$ cat config.mk
export PLATFORM = sky130hd
export DESIGN_NAME = pfc_front
export DESIGN_NICKNAME = d
export VERILOG_FILES = /design/src/rtl/pfc_pkg.sv /design/src/rtl/pfc_front.sv
export SDC_FILE = /design/constraint.sdc
export NUM_CORES = 1
export LEC_CHECK = 0
export BUFFER_PORTS_ARGS = -buffer_cell sky130_fd_sc_hd__buf_4
export CAP_MARGIN = 5
export CORE_ASPECT_RATIO = 0.5
export CORE_MARGIN = 10
export CORE_UTILIZATION = 30
export CTS_CLUSTER_DIAMETER = 40
export CTS_CLUSTER_SIZE = 40
export DETAILED_ROUTE_END_ITERATION = 8
export HOLD_SLACK_MARGIN = 0.12
export PLACE_DENSITY_LB_ADDON = 0.05
export SKIP_LAST_GASP = 1
export SLEW_MARGIN = 20
export SYNTH_ARGS = -nofsm -noshare
export SYNTH_HDL_FRONTEND = slang
export SYNTH_SLANG_ARGS = --single-unit
$ cat constraint.sdc
create_clock -name clk -period 11.35 [get_ports clk]
set_clock_uncertainty 0.2 [all_clocks]
set_input_delay 1.135 -clock clk [delete_from_list [all_inputs] [get_ports clk]]
set_output_delay 1.135 -clock clk [all_outputs]
set_load 0.02 [all_outputs]
$ cat src/rtl/pfc_pkg.sv
// Shared types, register codes and constants of the pose fall classifier.
`timescale 1ns / 1ps
`default_nettype none
package pfc_pkg;

    localparam int COORD_MAX_W = 16;
    localparam int JOINTS      = 8;
    localparam int QUEUE_DEPTH = 2;
    localparam int ANG_STEPS   = 20;
    localparam int SCALE_SH    = 20;
    localparam int ZW          = 29;
    localparam int TAB_W       = 25;

    // keypoint numbers that are kept
    localparam int KP_L_SHOULDER = 5;
    localparam int KP_R_SHOULDER = 6;
    localparam int KP_L_HIP      = 11;
    localparam int KP_R_HIP      = 12;
    localparam int KP_L_KNEE     = 13;
    localparam int KP_R_KNEE     = 14;
    localparam int KP_L_ANKLE    = 15;
    localparam int KP_R_ANKLE    = 16;

    // slots of the joint store
    localparam int SL_SH0 = 0;
    localparam int SL_SH1 = 1;
    localparam int SL_HP0 = 2;
    localparam int SL_HP1 = 3;
    localparam int SL_KN0 = 4;
    localparam int SL_KN1 = 5;
    localparam int SL_AN0 = 6;
    localparam int SL_AN1 = 7;

    localparam logic [15:0] RST_CONF_THR  = 16'd32768;
    localparam logic [15:0] RST_ASPECT    = 16'd256;
    localparam logic [10:0] RST_KH_MIN    = 11'd450;
    localparam logic [10:0] RST_KH_MAX    = 11'd900;
    localparam logic [10:0] RST_TRUNK     = 11'd1200;
    localparam logic [10:0] RST_LEG       = 11'd1200;

    localparam logic signed [ZW-1:0] Z_ZERO = '0;
    localparam logic signed [ZW-1:0] Z_90   = ZW'(900 * 65536);
    localparam logic signed [ZW-1:0] Z_180  = ZW'(1800 * 65536);

    // atan(2^-i) in tenths of a degree, 16 fraction bits
    localparam logic [TAB_W-1:0] ATAN_TAB [ANG_STEPS] = '{
        25'd29491200, 25'd17409672, 25'd9198793, 25'd4669451, 25'd2343786,
        25'd1173036,  25'd586661,   25'd293348,  25'd146676,  25'd73339,
        25'd36669,    25'd18335,    25'd9167,    25'd4584,    25'd2292,
        25'd1146,     25'd573,      25'd286,     25'd143,     25'd72
    };

    typedef enum logic [2:0] {
        CFG_CONF_THR = 3'd0,
        CFG_ASPECT   = 3'd1,
        CFG_KH_MIN   = 3'd2,
        CFG_KH_MAX   = 3'd3,
        CFG_TRUNK    = 3'd4,
        CFG_LEG      = 3'd5
    } cfg_index_t;

    typedef enum logic [2:0] {
        RULE_NONE     = 3'd0,
        RULE_ANKLE    = 3'd1,
        RULE_KNEE     = 3'd2,
        RULE_ASPECT   = 3'd3,
        RULE_KNEE_HIP = 3'd4,
        RULE_TRUNK    = 3'd5
    } rule_t;

    typedef enum logic [2:0] {
        BK_IDLE,
        BK_PREP,
        BK_MUL_A,
        BK_MUL_B,
        BK_ANG_GO,
        BK_ANG_WAIT,
        BK_DECIDE
    } back_state_t;

    typedef struct packed {
        logic [15:0] conf_thr;
        logic [15:0] aspect_lim;
        logic [10:0] kh_min;
        logic [10:0] kh_max;
        logic [10:0] trunk_lim;
        logic [10:0] leg_lim;
    } cfg_t;

    typedef struct packed {
        logic signed [COORD_MAX_W-1:0] x;
        logic signed [COORD_MAX_W-1:0] y;
        logic [15:0]                   conf;
    } joint_t;

    typedef struct packed {
        joint_t [JOINTS-1:0]           joint;
        logic signed [COORD_MAX_W-1:0] bx_min;
        logic signed [COORD_MAX_W-1:0] bx_max;
        logic signed [COORD_MAX_W-1:0] by_min;
        logic signed [COORD_MAX_W-1:0] by_max;
    } job_t;

endpackage
`default_nettype wire

$ cat src/rtl/pfc_front.sv
// Front part: takes keypoints, keeps the joints and the box, hands out one job per person.
`timescale 1ns / 1ps
`default_nettype none
module pfc_front import pfc_pkg::*; #(
    parameter int KEYPOINTS       = 17,
    parameter int COORD_FRAC_BITS = 4
) (
    input  wire logic        clk,
    input  wire logic        rst_n,
    input  wire logic        start,
    input  wire logic [15:0] kp_x,
    input  wire logic [15:0] kp_y,
    input  wire logic [15:0] kp_conf,
    input  wire logic        kp_last,
    input  wire logic        q_full,
    output logic             push,
    output job_t             job
);

    localparam int IW   = $clog2(KEYPOINTS + 1);
    localparam int HALF = (1 << COORD_FRAC_BITS) >> 1;
    localparam logic signed [17:0] CMAX = 18'(32767 >> COORD_FRAC_BITS);
    localparam logic signed [17:0] CMIN = -18'(32768 >> COORD_FRAC_BITS);

    logic          accept;
    logic [IW-1:0] index_reg, index_next;
    joint_t        joint_reg [JOINTS];
    joint_t        joint_next [JOINTS];
    logic signed [COORD_MAX_W-1:0] bx_min_reg, bx_max_reg, by_min_reg, by_max_reg;
    logic signed [COORD_MAX_W-1:0] bx_min_next, bx_max_next, by_min_next, by_max_next;
    logic          slot_hit;
    logic [2:0]    slot;
    logic signed [17:0] vx, vy, tx, ty, rx, ry;

    assign accept = start & ~q_full;
    assign push   = accept & kp_last;

    function automatic logic signed [17:0] trunc_c(input logic signed [17:0] v);
        logic signed [17:0] n;
        n = -v;
        return v[17] ? -(n >>> COORD_FRAC_BITS) : (v >>> COORD_FRAC_BITS);
    endfunction

    function automatic logic signed [17:0] round_c(input logic signed [17:0] v);
        logic signed [17:0] n;
        logic signed [17:0] r;
        n = -v + 18'(HALF);
        r = v[17] ? -(n >>> COORD_FRAC_BITS) : ((v + 18'(HALF)) >>> COORD_FRAC_BITS);
        if (r > CMAX) r = CMAX;
        if (r < CMIN) r = CMIN;
        return r;
    endfunction

    always_comb
    begin
        vx = 18'($signed(kp_x));
        vy = 18'($signed(kp_y));
        tx = trunc_c(vx);
        ty = trunc_c(vy);
        rx = round_c(vx);
        ry = round_c(vy);
    end

    always_comb
    begin
        slot_hit = 1'b1;
        slot     = 3'(SL_SH0);
        unique case (index_reg)
            IW'(KP_L_SHOULDER): slot = 3'(SL_SH0);
            IW'(KP_R_SHOULDER): slot = 3'(SL_SH1);
            IW'(KP_L_HIP):      slot = 3'(SL_HP0);
            IW'(KP_R_HIP):      slot = 3'(SL_HP1);
            IW'(KP_L_KNEE):     slot = 3'(SL_KN0);
            IW'(KP_R_KNEE):     slot = 3'(SL_KN1);
            IW'(KP_L_ANKLE):    slot = 3'(SL_AN0);
            IW'(KP_R_ANKLE):    slot = 3'(SL_AN1);
            default:            slot_hit = 1'b0;
        endcase
    end

    always_comb
    begin
        joint_next  = joint_reg;
        index_next  = index_reg;
        bx_min_next = bx_min_reg;
        bx_max_next = bx_max_reg;
        by_min_next = by_min_reg;
        by_max_next = by_max_reg;
        if (accept && index_reg < IW'(KEYPOINTS))
        begin
            if (slot_hit)
            begin
                joint_next[slot].x    = COORD_MAX_W'(tx);
                joint_next[slot].y    = COORD_MAX_W'(ty);
                joint_next[slot].conf = kp_conf;
            end
            if (kp_conf != 16'd0)
            begin
                if (COORD_MAX_W'(rx) < bx_min_next) bx_min_next = COORD_MAX_W'(rx);
                if (COORD_MAX_W'(rx) > bx_max_next) bx_max_next = COORD_MAX_W'(rx);
                if (COORD_MAX_W'(ry) < by_min_next) by_min_next = COORD_MAX_W'(ry);
                if (COORD_MAX_W'(ry) > by_max_next) by_max_next = COORD_MAX_W'(ry);
            end
            index_next = index_reg + IW'(1);
        end
    end

    always_comb
    begin
        for (int s = 0; s < JOINTS; s++)
        begin
            job.joint[s] = joint_next[s];
        end
        job.bx_min = bx_min_next;
        job.bx_max = bx_max_next;
        job.by_min = by_min_next;
        job.by_max = by_max_next;
    end

    always_ff @(posedge clk)
    begin
        joint_reg <= joint_next;
    end

    // close the person on the last mark
    always_ff @(posedge clk or negedge rst_n)
    begin
        if (!rst_n)
        begin
            index_reg  <= '0;
            bx_min_reg <= COORD_MAX_W'(CMAX);
            by_min_reg <= COORD_MAX_W'(CMAX);
            bx_max_reg <= COORD_MAX_W'(CMIN);
            by_max_reg <= COORD_MAX_W'(CMIN);
        end
        else if (push)
        begin
            index_reg  <= '0;
            bx_min_reg <= COORD_MAX_W'(CMAX);
            by_min_reg <= COORD_MAX_W'(CMAX);
            bx_max_reg <= COORD_MAX_W'(CMIN);
            by_max_reg <= COORD_MAX_W'(CMIN);
        end
        else
        begin
            index_reg  <= index_next;
            bx_min_reg <= bx_min_next;
            bx_max_reg <= bx_max_next;
            by_min_reg <= by_min_next;
            by_max_reg <= by_max_next;
        end
    end

endmodule
`default_nettype wire

==> results.json, run 1 <==
{
  "grt_max_degree": 72,
  "dr.pass1.iters": 5,
  "synth_simple_gate_area_share_pct": 25.08,
  "yosys-mux-area-fraction_pct": 1.848,
  "postRouteAntennaNets": 0,
  "layout.cells.most_common": "sky130_fd_sc_hd__nand2_1",
  "cts.sink_count": 453,
  "floorplan.die.height_um": 205.2,
  "htree_num_levels": 2,
  "timing.slew.headroom_pct": 26.27,
  "initial_core_util_pct": 30.51,
  "die_w_um": 390.5,
  "cts_hold_repair.buffers": 0,
  "post-cts-setup-buffer-count": 0,
  "largest_register_ff_count": 384,
  "max-clock-path-buffers": 3,
  "fmaxAchievable_mhz": 94.84,
  "vdd_drop_max_mv": 0.1305,
  "final_layout_size_suffix_gt1_share_pct": 23.50,
  "rsz0062_at_grt": "false",
  "syn_area_per_cell_um2": 7.980,
  "dpl.hpwl_mm": 60.73,
  "synth_top_family_by_area": "simple AND/OR/NAND/NOR gates",
  "detail_route.vias_per_cell": 4.704,
  "syn-num-nets": 2711,
  "post_cts_resize_count": 0,
  "compound_gate_fraction_of_synth_area_pct": 13.62,
  "final-seq-area_um2": 9454,
  "synthDistinctLibCells": 78,
  "hold_path.startpoint": "joint_reg[127]$_DFF_P_",
  "final-max-slew-violation-count": 0,
  "startpoint_type": "primary input",
  "path_clk_slew_ns": 0.06,
  "grt.total_usage_pct": 19.45,
  "finalCritPeriodShare_pct": 92.90,
  "worst-slew-pin-transition_ns": 1.105,
  "final_cell_area_um2": 27010,
  "synth_edf_count": 0,
  "required_ns": 10.02,
  "final_net_count": 3139,
  "clock_insertion_delay_worst_skew_ns": 0.61,
  "number_of_buffer_cells_added_on_primary_ports": 501,
  "ys_seq_area_share_pct": 45.92,
  "core.rowCount": 67,
  "drt_iter0_markers": 1102,
  "post-route-min-period_ns": 10.54,
  "postSynth.asyncResetShare_pct": 15.23,
  "netlist_area_um2": 20590,
  "synth-xor-area-share_pct": 4.254,
  "die-area_um2": 80140,
  "core_region_area_um2": 67480,
  "tritoncts": "done",
  "setup_tns_ns": 0,
  "cp_data_arrival_time_ns": 9.21,
  "antenna_found_initial": 0,
  "crit_type": "primary input to output port",
  "min_path_type": "register to register",
  "synth-adder-area-share_pct": 4.740,
  "r2r-end": "bx_min_reg[6]$_DFF_PN1_",
  "totalPowerFinal_mw": 5.259,
  "most-common-layout-cells": "849 x sky130_fd_sc_hd__nand2_1, 527 x sky130_fd_sc_hd__buf_4, 384 x sky130_fd_sc_hd__dfxtp_1",
  "avgRoutedWirePerCell_um": 20.67,
  "outcome": "complete, no violations",
  "grt_first_pass_wirelength_mm": 119.9,
  "cts-root-buf": "sky130_fd_sc_hd__clkbuf_16",
  "detail_route.drc_violations": 0,
  "timing.final.setup_violations": 0,
  "final-hold-violation-count": 0,
  "vias": 18580,
  "first_global_vias": 17960,
  "power_density_nw_per_um2": 194.7,
  "grt_remaining_overflow": 0,
  "fillers": 7032,
  "yosys_register_bits": 453,
  "cp-end-kind": "output port",
  "routed_wirelength_mm": 81.61,
  "place.gp.congestion": 0.8795,
  "ys.flop_type": "sky130_fd_sc_hd__dfxtp_1",
  "postSynthCellCount": 2580,
  "num_io_pins": 502,
  "dpl-instance-area_um2": 25160,
  "synth_warn": 0,
  "cell_depth_of_the_worst_min_delay_path": 2,
  "cts_inserted_buffers": 51,
  "multiInputGateArea_um2": 10280,
  "hold_critical_path_endpoint": "joint_reg[127]$_DFF_P_",
  "power_leakage_nw": 12.65,
  "syn_to_final_growth_pct": 31.21,
  "cap_viol_max_count": 0,
  "timing.rr.start": "bx_min_reg[9]$_DFF_PN1_",
  "critPathMaxFanout": 11,
  "r2r.worst_path.cells": 14,
  "ff2ff_setup_slack_ns": 7.36
}
[metrics by stage]
| step | setup slack, ns | instances | hold slack [ns] | utilization, % |
|---|---|---|---|---|
| global route | 0.4414 | 3948 | 0.2583 | 40.02 |
| CTS | 0.9965 | 3948 | 0.2445 | 40.01 |
| floorplan | 2.215 | 2580 | 0.2728 | - |
| detailed placement | 1.092 | 3852 | 0.2276 | 37.28 |
| finish | 0.8063 | 3949 | 0.2442 | 40.03 |
| global placement | 1.288 | 3852 | 0.2222 | 37.26 |
[critical path, cell delays in order]
cell and delay (ns):
sky130_fd_sc_hd__buf_4 0.15, sky130_fd_sc_hd__inv_1 0.08, sky130_fd_sc_hd__ha_1 0.29, sky130_fd_sc_hd__or4b_1 0.59
sky130_fd_sc_hd__xor2_1 0.43, sky130_fd_sc_hd__ha_1 0.23, sky130_fd_sc_hd__inv_1 0.07, sky130_fd_sc_hd__o32ai_1 0.52
sky130_fd_sc_hd__a21oi_1 0.15, sky130_fd_sc_hd__o41a_1 0.48, sky130_fd_sc_hd__or3_1 0.42, sky130_fd_sc_hd__o31ai_4 0.51
sky130_fd_sc_hd__nand2_1 0.32, sky130_fd_sc_hd__a21oi_1 0.61, sky130_fd_sc_hd__ha_1 0.37, sky130_fd_sc_hd__a21o_1 0.18
sky130_fd_sc_hd__a21o_1 0.17, sky130_fd_sc_hd__a21o_1 0.17, sky130_fd_sc_hd__a21o_1 0.19, sky130_fd_sc_hd__a211o_1 0.31
sky130_fd_sc_hd__a31oi_1 0.36, sky130_fd_sc_hd__nor2_1 0.10, sky130_fd_sc_hd__a31oi_1 0.16, sky130_fd_sc_hd__o2111ai_1 0.47
sky130_fd_sc_hd__o22ai_1 0.40, sky130_fd_sc_hd__a21oi_1 0.11, sky130_fd_sc_hd__buf_4 0.20
[routing by layer]
layer,share of wire [%],track usage (%),wire (um),vias up
met5,0,0,0,-
met4,2.5,5.068,2049,0
met1,42,23.18,34210,8613
met3,4.5,3.316,3643,104
met2,51,35.92,41710,418
li1,-,-,-,9441
[layout make-up]
type / count / share of cell area [%]
diodes: 1 / 0.009264
clock buffers: 61 / 5.091
clock inverters: 35 / 1.737
inverters: 95 / 1.320
multi-input cells: 1880 / 38.04
flip-flops and latches: 453 / 35.00
well taps: 897 / 4.155
repair buffers: 527 / 14.65
[where the power goes]
part	leakage, nW	internal, mW	total (mW)	switching (mW)
clock network	0.899	1.02	1.80	0.780
logic	7.83	0.616	1.57	0.951
registers	3.92	1.81	1.89	0.0816
[cells in the mapped netlist, types with 12 or more instances]
cell / n / area share (%)
sky130_fd_sc_hd__nor2_1: 86 / 1.6
sky130_fd_sc_hd__a21oi_1: 71 / 1.7
sky130_fd_sc_hd__nand2b_1: 37 / 1.1
sky130_fd_sc_hd__mux2_2: 24 / 1.3
sky130_fd_sc_hd__clkbuf_1: 143 / 2.6
sky130_fd_sc_hd__xor2_1: 37 / 1.6
sky130_fd_sc_hd__dfrtp_1: 37 / 4.5
sky130_fd_sc_hd__nand3_1: 19 / 0.46
sky130_fd_sc_hd__a21o_1: 34 / 1.2
sky130_fd_sc_hd__o21a_1: 12 / 0.44
sky130_fd_sc_hd__xnor2_1: 63 / 2.7
sky130_fd_sc_hd__nand2_1: 856 / 16
sky130_fd_sc_hd__nor2b_1: 17 / 0.52
sky130_fd_sc_hd__inv_1: 90 / 1.6
sky130_fd_sc_hd__o22ai_1: 21 / 0.64
sky130_fd_sc_hd__a31oi_1: 15 / 0.46
sky130_fd_sc_hd__or3_1: 20 / 0.61
sky130_fd_sc_hd__o21ai_0: 242 / 5.9
sky130_fd_sc_hd__nor4_1: 17 / 0.52
sky130_fd_sc_hd__nand4_1: 23 / 0.70
sky130_fd_sc_hd__nor3_1: 32 / 0.78
sky130_fd_sc_hd__and2_1: 32 / 0.97
sky130_fd_sc_hd__ha_1: 78 / 4.7
sky130_fd_sc_hd__dfstp_2: 32 / 4.1
sky130_fd_sc_hd__dfxtp_1: 384 / 37
[how the worst max path moves through the flow]
| stage | start | endpoint | slack, ns | cells after the start |
|---|---|---|---|---|
| after floorplan | kp_x[4] | job[57] | 2.21 | 27 |
| after global placement | kp_x[3] | job[53] | 1.29 | 27 |
| after detailed placement | kp_x[3] | job[49] | 1.09 | 27 |
| after CTS | kp_x[3] | job[54] | 1.0 | 27 |
| after global routing | kp_x[3] | job[54] | 0.44 | 27 |
| final | kp_x[3] | job[54] | 0.81 | 27 |
[logic make-up after synthesis]
group,after synthesis
AND/OR/NAND/NOR,1195
AO/OA/AOI/OAI,472
flip-flops,453
buffers and inverters,247
XOR/XNOR,100
adder cells (fa/ha/maj),78
multiplexers,35
(Power assumes the default switching activity.)
==> inputs of run 2 (changes only) <==
--- a/config.mk
+++ b/config.mk
@@ -7,7 +7,7 @@
 export LEC_CHECK = 0
 export BUFFER_PORTS_ARGS = -buffer_cell sky130_fd_sc_hd__buf_4
 export CAP_MARGIN = 5
-export CORE_ASPECT_RATIO = 0.5
+export CORE_ASPECT_RATIO = 1.4
 export CORE_MARGIN = 10
 export CORE_UTILIZATION = 30
 export CTS_CLUSTER_DIAMETER = 40
==> constraint.sdc (replaced) <==
create_clock -name clk -period 11.35 [get_ports clk]
set_clock_uncertainty 0.2 [all_clocks]
set_input_delay 1.135 -clock clk [delete_from_list [all_inputs] [get_ports clk]]
set_output_delay 1.135 -clock clk [all_outputs]
set_load 0.05 [all_outputs]
==> run 2 against run 1 <==
Non-clock buffer count grew 3. Sequential cell count is the same. Clock power grew 27%. Combinational power grew 34%. Largest cell class unchanged. Critical endpoint is now job[52]. Sequential power is essentially flat. Utilization grew 0.74 points. Highest routed layer unchanged. Critical path depth is the same. Via count grew 2.9%. Die area shrank 0.61%.
==> results.json, run 2 (synthesis results as in run 1) <==
{
  "grtUsageMet1_pct": 23.65,
  "final_layout_size_suffix_gt1_share_pct": 24.53,
  "syn_to_final_growth_pct": 34.68,
  "dpl-instance-area_um2": 25210,
  "min_path_type": "register to register",
  "detail_route.drc_violations": 0,
  "outcome": "complete, no violations",
  "grt_most_used_layer": "met2",
  "most-common-layout-cells": "850 x sky130_fd_sc_hd__nand2_1, 529 x sky130_fd_sc_hd__buf_4, 384 x sky130_fd_sc_hd__dfxtp_1",
  "fmaxAchievable_mhz": 95.59,
  "worst_path_largest_cell_delay_ns": 0.60,
  "critPathMaxFanout": 11,
  "final-instance-count-excl-fill": 4011,
  "dpl.hpwl_mm": 66.67,
  "cts_hold_repair.buffers": 1,
  "timing.slew.headroom_pct": 30.12,
  "grt_max_degree": 72,
  "fillers": 6952,
  "clock_insertion_delay_worst_skew_ns": 0.61,
  "die-area_um2": 79650,
  "avgRoutedWirePerCell_um": 21.54,
  "max-clock-path-buffers": 3,
  "family_with_the_most_delay_on_the_worst_path": "compound AO/OA/AOI/OAI gates",
  "required_ns": 10.02,
  "post-cts-setup-buffer-count": 0,
  "drt_iter0_markers": 933,
  "slowest_stage": "sky130_fd_sc_hd__or4b_1",
  "cp_data_arrival_time_ns": 9.13,
  "final-hold-violation-count": 0,
  "count_of_buffer_and_inverter_cells_on_the_critical_path": 4,
  "finalCritPeriodShare_pct": 92.17,
  "place.gp.congestion": 0.8911,
  "vias": 19110,
  "detail_route.vias_per_cell": 4.765,
  "cts_inserted_buffers": 71,
  "worst_setup_path_startpoint": "kp_x[3]",
  "grt_remaining_overflow": 0,
  "final-max-slew-violation-count": 0,
  "final_cell_area_um2": 27730,
  "antenna_found_initial": 2,
  "first_global_vias": 19130,
  "timing.final.setup_violations": 0,
  "timing.rr.start": "bx_min_reg[9]$_DFF_PN1_",
  "floorplan.die.height_um": 330.0,
  "crit_type": "primary input to output port",
  "number_of_buffer_cells_added_on_primary_ports": 501,
  "cp-end-kind": "output port",
  "cts.sink_count": 453,
  "cap_viol_max_count": 0,
  "post-route-min-period_ns": 10.46,
  "rsz0062_at_grt": "false",
  "power_leakage_nw": 12.96,
  "critical-path-top-cell-by-count": "sky130_fd_sc_hd__a21o_1",
  "groute.layer.met2.usage_pct": 36.54,
  "htree_num_levels": 3,
  "setup_tns_ns": 0,
  "dr.pass1.iters": 5,
  "power_density_nw_per_um2": 226.2,
  "grt_first_pass_wirelength_mm": 126.1,
  "grt.total_usage_pct": 20.95,
  "hold_path.startpoint": "joint_reg[190]$_DFF_P_",
  "placedCellCount": 3877,
  "grt_use_met3_pct": 6.547,
  "postRouteAntennaNets": 0,
  "largest_register_ff_count": 384,
  "worst_hold_slack_ns": 0.2414,
  "routed_wirelength_mm": 86.40,
  "vdd_drop_max_mv": 0.2013,
  "core_region_area_um2": 68010,
  "post_cts_resize_count": 0,
  "initial_core_util_pct": 30.27,
  "layout.cells.most_common": "sky130_fd_sc_hd__nand2_1",
  "worst-slew-pin-transition_ns": 1.048,
  "final_net_count": 3162,
  "cts-root-buf": "sky130_fd_sc_hd__clkbuf_16",
  "tritoncts": "done",
  "core.rowCount": 113,
  "num_io_pins": 502,
  "path_clk_slew_ns": 0.05,
  "die_w_um": 241.4,
  "startpoint_type": "primary input"
}
## run 2: cell count changes in the layout (fill, tap and decap cells not counted), sizes merged
cell,change
dlygate4sd3,+1
buf,+2
bufinv,+2
inv,+9
clkinvlp,+5
clkbuf,+20
## run 2: per-layer routing
metal / wire length, um / up-vias
met5: 0 / -
met2: 42560 / 559
li1: - / 9514
met4: 2410 / 0
met1: 34200 / 8934
met3: 7228 / 104
## run 2: metrics by stage
step | power (mW) | setup slack, ns | util (%)
after floorplan | 3.344 | 1.621 | -
after global placement | 4.025 | 1.044 | 37.05
after global routing | 6.586 | 0.1908 | 40.77
after CTS | 6.356 | 0.8923 | 40.77
after detailed placement | 4.037 | 0.9108 | 37.07
final | 6.272 | 0.8891 | 40.77
## run 2: path summary, 6_finish.rpt
check	end	slack, ns	cells past startpoint
worst min-delay path	joint_reg[190]$_DFF_P_	0.24	2
worst min register to register	joint_reg[190]$_DFF_P_	0.24	2
max in group asynchronous	by_max_reg[8]$_DFF_PN0_	9.23	3
worst max-delay path	job[52]	0.89	27
worst max register to register	bx_min_reg[4]$_DFF_PN1_	7.36	14
min in group asynchronous	bx_max_reg[4]$_DFF_PN0_	0.69	2
## run 2: layout make-up
type                    count  area (um2)  share of cell area [%]
well taps                 920        1151                   4.152
clock buffers              81        1908                   6.882
clock inverters            51       599.3                   2.162
inverters                  95       356.6                   1.286
flip-flops and latches    453        9454                   34.10
diodes                      1       2.502                0.009025
multi-input cells        1880       10270                   37.05
repair buffers            530        3981                   14.36
## run 2: report_power, final
part	switching (mW)	internal (mW)	leakage (nW)
clock network	0.878	1.41	1.22
logic	1.47	0.627	7.81
registers	0.0787	1.82	3.92
## run 2: worst reg2reg max path, cell delays in order, from the launching register on
cell	delay, ns
sky130_fd_sc_hd__dfstp_2	0.54
sky130_fd_sc_hd__inv_1	0.04
sky130_fd_sc_hd__ha_1	0.30
sky130_fd_sc_hd__a21o_1	0.20
sky130_fd_sc_hd__a21o_1	0.18
sky130_fd_sc_hd__a21o_1	0.18
sky130_fd_sc_hd__a21o_1	0.20
sky130_fd_sc_hd__a211o_1	0.31
sky130_fd_sc_hd__a31oi_1	0.38
sky130_fd_sc_hd__nor2_1	0.09
sky130_fd_sc_hd__a31oi_1	0.15
sky130_fd_sc_hd__o2111ai_1	0.48
sky130_fd_sc_hd__o22ai_1	0.36
sky130_fd_sc_hd__a21oi_1	0.10
sky130_fd_sc_hd__nand2b_1	0.18
